===== src/lagged_fibonacci_xor_generator_assert.svh =====
// Assertion macros shared by the generator RTL.
// Depends on nothing; the including module supplies clk and rst_n.
`ifndef LAGGED_FIBONACCI_XOR_GENERATOR_ASSERT_SVH
`define LAGGED_FIBONACCI_XOR_GENERATOR_ASSERT_SVH

// Checks an implication or expression on every rising edge outside reset.
`define LFX_ASSERT(label, prop, msg) \
  label: assert property (@(posedge clk) disable iff (!rst_n) prop) else $error(msg);

// Checks an expression on every rising edge, reset included.
`define LFX_ASSERT_ALWAYS(label, prop, msg) \
  label: assert property (@(posedge clk) prop) else $error(msg);

`endif


===== src/lfx_pkg.sv =====
// Package for the lagged Fibonacci XOR generator: sizes, lags and codes.
// Used by every module of the block; depends on nothing.
`timescale 1ns / 1ps

package lfx_pkg;

  localparam int unsigned WORD_W    = 32;
  localparam int unsigned SEED_W    = 31;
  localparam int unsigned HIST_LEN  = 61;
  localparam int unsigned LAG_SHORT = 24;
  localparam int unsigned LAG_LONG  = 55;
  localparam int unsigned TAP_SHORT = HIST_LEN - LAG_SHORT;
  localparam int unsigned TAP_LONG  = HIST_LEN - LAG_LONG;
  localparam int unsigned CNT_W     = $clog2(HIST_LEN);
  localparam int unsigned PM_MULT_W = 15;
  localparam int unsigned PROD_W    = SEED_W + PM_MULT_W;

  localparam logic [PM_MULT_W-1:0] PM_MULT  = 15'd16807;
  localparam logic [SEED_W-1:0]    SEED_BAD = 31'h7fffffff;
  localparam logic [CNT_W-1:0]     FILL_LAST = CNT_W'(HIST_LEN - 1);

  typedef logic [WORD_W-1:0] word_t;
  typedef logic [SEED_W-1:0] seed_t;

  typedef enum logic {
    REQ_RESEED = 1'b0,
    REQ_DRAW   = 1'b1
  } req_t;

  typedef enum logic [1:0] {
    STAT_DRAWN    = 2'd0,
    STAT_SEEDED   = 2'd1,
    STAT_REJECTED = 2'd2,
    STAT_NOSEED   = 2'd3
  } status_t;

endpackage


===== src/lfx_cell.sv =====
// One word of the history chain: loads its neighbor's word when shifted.
// Depends on lfx_pkg.
`timescale 1ns / 1ps

module lfx_cell (
  input  logic          clk,
  input  logic          shift_en,
  input  lfx_pkg::word_t d,
  output lfx_pkg::word_t q
);

  lfx_pkg::word_t word_r;

  always_ff @(posedge clk) begin
    if (shift_en) begin
      word_r <= d;
    end
  end

  assign q = word_r;

endmodule


===== src/lfx_pm_step.sv =====
// One step of the minimal standard recurrence, s * 16807 mod 2^31-1.
// Depends on lfx_pkg.
`timescale 1ns / 1ps

module lfx_pm_step (
  input  lfx_pkg::seed_t s,
  output lfx_pkg::seed_t s_nxt
);

  logic [lfx_pkg::PROD_W-1:0] prod;
  logic [lfx_pkg::WORD_W-1:0] fold;
  logic [lfx_pkg::WORD_W-1:0] fold_inc;

  always_comb begin
    prod     = lfx_pkg::PROD_W'(s) * lfx_pkg::PROD_W'(lfx_pkg::PM_MULT);
    fold     = lfx_pkg::WORD_W'(prod[lfx_pkg::SEED_W-1:0])
             + lfx_pkg::WORD_W'(prod[lfx_pkg::PROD_W-1:lfx_pkg::SEED_W]);
    fold_inc = {1'b0, fold[lfx_pkg::SEED_W-1:0]} + lfx_pkg::WORD_W'(1);
    s_nxt    = fold[lfx_pkg::WORD_W-1] ? fold_inc[lfx_pkg::SEED_W-1:0]
                                        : fold[lfx_pkg::SEED_W-1:0];
  end

endmodule


===== src/lagged_fibonacci_xor_generator.sv =====
// Lagged Fibonacci XOR random word generator, top level.
// Depends on lfx_pkg, lfx_cell, lfx_pm_step and the assertion macro header.
//
// Input channel: in_tuser[0] is the request kind (0 reseed, 1 draw) and
// in_tdata[30:0] the seed. Result channel: out_tdata is the random word
// (zero unless drawn) and out_tuser the status (0 drawn, 1 seeded,
// 2 seed rejected, 3 not seeded). Every transfer in gives one transfer out.
// A result is registered and shows in the cycle after its input transfer.
// Draws and rejected reseeds leave the input ready, so one item per cycle is
// sustained while the receiver keeps up. An accepted reseed runs the
// Park-Miller step 61 times, one per cycle through a single multiplier,
// shifting each word into a chain of 61 history cells; in_tready stays low
// while the chain fills. A draw reads taps of the cell chain, adds and xors,
// and shifts the chain by one cell. After reset the generator is unseeded
// and draws return status 3. When the receiver stalls, the result is held
// and a new item is taken only in the cycle the held result leaves.
`timescale 1ns / 1ps
`include "lagged_fibonacci_xor_generator_assert.svh"

module lagged_fibonacci_xor_generator (
  input  logic        clk,
  input  logic        rst_n,
  input  logic        in_tvalid,
  output logic        in_tready,
  input  logic [31:0] in_tdata,   // [30:0] seed, [31] zero fill
  input  logic [0:0]  in_tuser,   // [0] req_type
  output logic        out_tvalid,
  input  logic        out_tready,
  output logic [31:0] out_tdata,  // [31:0] value
  output logic [1:0]  out_tuser   // [1:0] status
);

  typedef enum logic {
    ST_IDLE,
    ST_FILL
  } state_t;

  state_t                    state_r;
  logic [lfx_pkg::CNT_W-1:0] fill_cnt_r;
  lfx_pkg::seed_t            seed_r;
  logic                      seeded_r;
  logic                      out_valid_r;
  lfx_pkg::word_t            out_value_r;
  lfx_pkg::status_t          out_status_r;

  lfx_pkg::word_t            hist [lfx_pkg::HIST_LEN];
  lfx_pkg::word_t            fresh;
  lfx_pkg::word_t            shift_in;
  lfx_pkg::seed_t            pm_nxt;
  lfx_pkg::seed_t            in_seed;
  lfx_pkg::req_t             in_req;
  logic                      in_xfer;
  logic                      draw_go;
  logic                      shift_en;

  assign in_seed   = in_tdata[lfx_pkg::SEED_W-1:0];
  assign in_req    = lfx_pkg::req_t'(in_tuser[0]);
  assign in_tready = (state_r == ST_IDLE) && (!out_valid_r || out_tready);
  assign in_xfer   = in_tvalid && in_tready;
  assign draw_go   = in_xfer && (in_req == lfx_pkg::REQ_DRAW) && seeded_r;
  assign shift_en  = (state_r == ST_FILL) || draw_go;
  assign fresh     = hist[lfx_pkg::TAP_SHORT] + hist[lfx_pkg::TAP_LONG];
  assign shift_in  = (state_r == ST_FILL) ? lfx_pkg::word_t'(pm_nxt) : fresh;

  lfx_pm_step u_pm_step (
    .s     (seed_r),
    .s_nxt (pm_nxt)
  );

  for (genvar i = 0; i < lfx_pkg::HIST_LEN; i++) begin : g_chain
    if (i == lfx_pkg::HIST_LEN - 1) begin : g_head
      lfx_cell u_cell (
        .clk      (clk),
        .shift_en (shift_en),
        .d        (shift_in),
        .q        (hist[i])
      );
    end else begin : g_body
      lfx_cell u_cell (
        .clk      (clk),
        .shift_en (shift_en),
        .d        (hist[i+1]),
        .q        (hist[i])
      );
    end
  end

  always_ff @(posedge clk) begin
    if (!rst_n) begin
      state_r     <= ST_IDLE;
      fill_cnt_r  <= '0;
      seeded_r    <= 1'b0;
      out_valid_r <= 1'b0;
    end else begin
      if (out_tready) begin
        out_valid_r <= 1'b0;
      end
      unique case (state_r)
        ST_IDLE: begin
          if (in_xfer) begin
            out_valid_r  <= 1'b1;
            out_value_r  <= '0;
            if (in_req == lfx_pkg::REQ_RESEED) begin
              if (in_seed == lfx_pkg::SEED_BAD) begin
                out_status_r <= lfx_pkg::STAT_REJECTED;
              end else begin
                out_status_r <= lfx_pkg::STAT_SEEDED;
                seed_r       <= in_seed;
                seeded_r     <= 1'b1;
                fill_cnt_r   <= '0;
                state_r      <= ST_FILL;
              end
            end else if (!seeded_r) begin
              out_status_r <= lfx_pkg::STAT_NOSEED;
            end else begin
              out_status_r <= lfx_pkg::STAT_DRAWN;
              out_value_r  <= fresh ^ hist[0];
            end
          end
        end
        ST_FILL: begin
          seed_r     <= pm_nxt;
          fill_cnt_r <= fill_cnt_r + lfx_pkg::CNT_W'(1);
          if (fill_cnt_r == lfx_pkg::FILL_LAST) begin
            state_r <= ST_IDLE;
          end
        end
        default: begin
          state_r <= ST_IDLE;
        end
      endcase
    end
  end

  assign out_tvalid = out_valid_r;
  assign out_tdata  = out_value_r;
  assign out_tuser  = out_status_r;

  `LFX_ASSERT(a_fill_blocks_input, (state_r == ST_FILL) |-> !in_tready, "input taken during fill")
  `LFX_ASSERT(a_xfer_gives_result, in_xfer |=> out_valid_r, "transfer without a result")
  `LFX_ASSERT(a_fill_ends, (state_r == ST_FILL && fill_cnt_r == lfx_pkg::FILL_LAST) |=> (state_r == ST_IDLE), "fill overran")
  `LFX_ASSERT(a_seeded_sticks, !$fell(seeded_r), "seeded flag dropped")
  `LFX_ASSERT(a_fill_needs_seed, (state_r == ST_FILL) |-> seeded_r, "fill while unseeded")

endmodule

===== config.mk =====
export PLATFORM = sky130hd
export DESIGN_NAME = lagged_fibonacci_xor_generator
export DESIGN_NICKNAME = d
export VERILOG_FILES = /design/src/lfx_pkg.sv /design/src/lfx_cell.sv /design/src/lfx_pm_step.sv /design/src/lagged_fibonacci_xor_generator.sv
export VERILOG_INCLUDE_DIRS = /design/src /design/src/src
export SDC_FILE = /design/constraint.sdc
export NUM_CORES = 2
export LEC_CHECK = 0
export BUFFER_PORTS_ARGS = -buffer_cell sky130_fd_sc_hd__clkbuf_2
export CORE_AREA = 10 10 382 310
export DETAILED_ROUTE_END_ITERATION = 7
export DIE_AREA = 0 0 392 320
export GPL_TIMING_DRIVEN = 0
export PLACE_DENSITY = 0.93
export SYNTH_ARGS = -nofsm -noshare
export SYNTH_HDL_FRONTEND = slang
export SYNTH_HIERARCHICAL = 1
export SYNTH_SLANG_ARGS = --single-unit

===== constraint.sdc =====
create_clock -name clk -period 141.9 [get_ports clk]
set_input_delay 14.19 -clock clk [delete_from_list [all_inputs] [get_ports clk]]
set_output_delay 14.19 -clock clk [all_outputs]
set_load 0.1 [all_outputs]

==> reports/summary.json <==
{
  "run_status": {
    "run_status": "complete, but fails checks",
    "violations_in_the_final_reports": "design-rule violations"
  },
  "clock_tree": {
    "clockRootBuffer": "sky130_fd_sc_hd__clkbuf_16",
    "worst_skew_pair.late_latency_ns": 0.82,
    "clkSlewWorstSetupHoldPaths_ns": 0.06,
    "cts_post_setup_buffers_inserted": 0,
    "cts_hold_repair.buffers": 0,
    "tritoncts_sinks": 2026,
    "max-clock-path-buffers": 3,
    "clock_tree.htree_level_count": 4,
    "clock_tree_from_tritoncts": "built",
    "cts_inserted_buffers": 175,
    "cts_resized": 0
  },
  "worst_setup_path": {
    "crit_path_max_incr_delay_ns": 0.48,
    "reg2regPathDepth": 33,
    "r2r_start": "seed_r[17]",
    "worst-endpoint-arrival_ns": 15.07,
    "launching_element_type_of_the_critical_path": "input port",
    "setup.worst_path.end": "in_tready",
    "r2r_setup_slack_ns": 131.18,
    "crit_chain": "clkbuf_2 > nand2b_1 > and2_1 > clkbuf_2",
    "crit_type": "in -> out",
    "critPathMaxFanout": 3,
    "r2r_end": "seed_r[2]",
    "critical_path_endpoint_category": "output pin",
    "required_ns": 127.71,
    "worst_path_most_repeated_cell": "sky130_fd_sc_hd__clkbuf_2",
    "cell_with_the_largest_stage_delay_on_the_worst_path": "sky130_fd_sc_hd__clkbuf_2",
    "worst_setup_path_startpoint": "out_tready"
  },
  "synth": {
    "ys.warnings.count": 6,
    "yosysUniqueCellTypes": 88,
    "syn_inst": 3663,
    "postSynthRegisterBits": 2026,
    "avgSynthCellArea_um2": 20.0,
    "ys_async_sr_fraction_pct": 0,
    "synth.area.top_cells": "sky130_fd_sc_hd__edfxtp_1, sky130_fd_sc_hd__ha_1, sky130_fd_sc_hd__fa_1, sky130_fd_sc_hd__inv_1, sky130_fd_sc_hd__xor2_1",
    "synth_most_common_cell": "sky130_fd_sc_hd__edfxtp_1",
    "post_synthesis_sequential_area_ratio_pct": 82.7,
    "synth_commonest_cells": "sky130_fd_sc_hd__edfxtp_1, sky130_fd_sc_hd__inv_1, sky130_fd_sc_hd__ha_1",
    "post_synthesis_cell_area_um2": 73400,
    "synth-edff-count": 2017,
    "synth_top_area_share_pct": 82.5,
    "yosysTopAreaCell": "sky130_fd_sc_hd__edfxtp_1",
    "syn_nets": 4071,
    "synth_top_flop_cell": "sky130_fd_sc_hd__edfxtp_1"
  },
  "sta": {
    "timing.fmax_ghz": 0.0342,
    "report.final.hold_viol_count": 0,
    "rsz_0062_raised_after_global_routing": "false",
    "report.final.slew_viol_count": 0,
    "max_slew.worst_pin.slew_ns": 1.41,
    "timing.setup.tns_ns": 0,
    "min_period_over_period_pct": 20.6,
    "finalSetupViolations": 0,
    "timing.max_slew.rel_slack_pct": 4.26,
    "finalCriticalPeriod_ns": 29.26,
    "fin_worst_skew_ns": 0.0684,
    "fin_worst_hold_slack_ns": 0.386
  },
  "global_routing": {
    "grt_antenna_before_repair": 19,
    "overflow": 0,
    "first_global_vias": 33985,
    "grt_pass1_wl_mm": 220,
    "grt_max_degree": 84,
    "global_route.usage.total_pct": 24.1
  },
  "worst_hold_path": {
    "startpoint_of_the_lowest_slack_hold_path": "g_chain[60].g_head.u_cell/q[2]",
    "hold_class": "reg -> reg"
  },
  "cells_and_area": {
    "final_layout_size_suffix_gt1_share_pct": 9.41,
    "layout.nets": 4349,
    "area.sequential_um2": 60700,
    "final_core_util_pct": 74.3,
    "multi_input_comb_area_um2": 11300,
    "areaGrowthSynthToFinish_pct": 11.5,
    "fill_cells": 5808
  },
  "flow_run": {
    "timing.max_cap.violations": 0
  },
  "die": {
    "floorplan.rows": 109,
    "start_util_pct": 66.6,
    "dieArea_um2": 125000,
    "die_w_um": 392,
    "ioPinCount": 73,
    "coreArea_um2": 110000,
    "die_y_um": 320
  },
  "place": {
    "hpwl_mm": 86.1,
    "port_buffers": 71,
    "gp_congestion": 0.900
  },
  "routing": {
    "vias_per_cell": 6.00,
    "drt_wl_total_mm": 149,
    "drt_pass1_iterations": 8,
    "ant_nets": 0,
    "drc": 2,
    "vias": 33188,
    "detail_route.wl_per_cell_um": 26.9,
    "dr.first_iter.drc_count": 4318
  }
}
==> metrics by stage <==
| stage | instance area, um2 | worst slack, ns | std cells |
|---|---|---|---|
| 2_1_floorplan | 73400 | 82.60 | 3663 |
| 3_3_place_gp | 75600 | 68.20 | 5177 |
| 3_5_place_dp | 76400 | 112.67 | 5207 |
| 4_1_cts | 81900 | 112.66 | 5525 |
| 5_1_grt | 81900 | 112.61 | 5526 |
| 6_report | 81900 | 112.65 | 5531 |
==> kinds of logic after synthesis <==
| logic type | Yosys count | share of synthesized area, % |
|---|---|---|
| and+or+nand+nor | 396 | 2.75 |
| AOI/OAI and AO/OA | 351 | 3.07 |
| muxes | 11 | 0.155 |
| adders and majority gates | 371 | 7.70 |
| buffers and inverters | 382 | 1.97 |
| xor gates and xnor gates | 126 | 1.62 |
| DFF | 2026 | 82.7 |
==> registers in the layout, indices dropped and copies added, names as in the netlist <==
register / count
state_r: 1
g_chain.g_body.u_cell/q: 1920
g_chain.g_head.u_cell/q: 32
out_tdata: 32
seed_r: 31
fill_cnt_r: 6
seeded_r: 1
out_tvalid: 1
out_tuser: 2
==> critical path: cells and delay by family <==
| family | cells | cell delay [ns] |
|---|---|---|
| AND/OR/NAND/NOR | 2 | 0.32 |
| buffers and inverters | 2 | 0.55 |
==> cells in the final DEF (no fill, tap or decap), drive strengths merged, types with 37 or more instances in the layout <==
master,count
edfxtp,2017
inv,345
clkbuf,325
ha,236
fa,135
o21ai,107
nor2,102
nand2,100
a21oi,88
clkinv,79
xor2,61
xnor2,59
buf,37
==> final cells by class <==
cell class,instances,share of cell area (%)
repair buffers,101,1.40
multi-input cells,1255,13.7
flip-flops and latches,2026,74.2
plain buffers,45,0.222
inverters,337,1.54
well taps,1443,2.20
clock buffers,216,5.61
clock inverters,102,1.09
diodes,6,0.0183
==> worst min path at each step <==
| stage | to | slack (ns) | cells past startpoint |
|---|---|---|---|
| 2_1_floorplan | g_chain[0].g_body.u_cell/q[0] | 0.40 | 0 |
| 3_3_place_gp | g_chain[37].g_body.u_cell/q[28] | 0.40 | 0 |
| 3_5_place_dp | g_chain[0].g_body.u_cell/q[13] | 0.40 | 0 |
| 4_1_cts | g_chain[56].g_body.u_cell/q[13] | 0.39 | 0 |
| 5_1_grt | g_chain[56].g_body.u_cell/q[13] | 0.40 | 0 |
| 6_report | g_chain[59].g_body.u_cell/q[2] | 0.39 | 0 |
==> layer usage <==
layer  global-route usage [%]  wire (um)  share of wire (%)
met1                     33.7      60100                 40
met2                     37.7      70900                 48
met3                     6.49      13300                8.9
met4                     7.02       4360                2.9
met5                        0         27              0.018
Power is left out: the tool's default activity adds up to more than one toggle a clock period on the data nets, which glitch-free logic cannot reach.
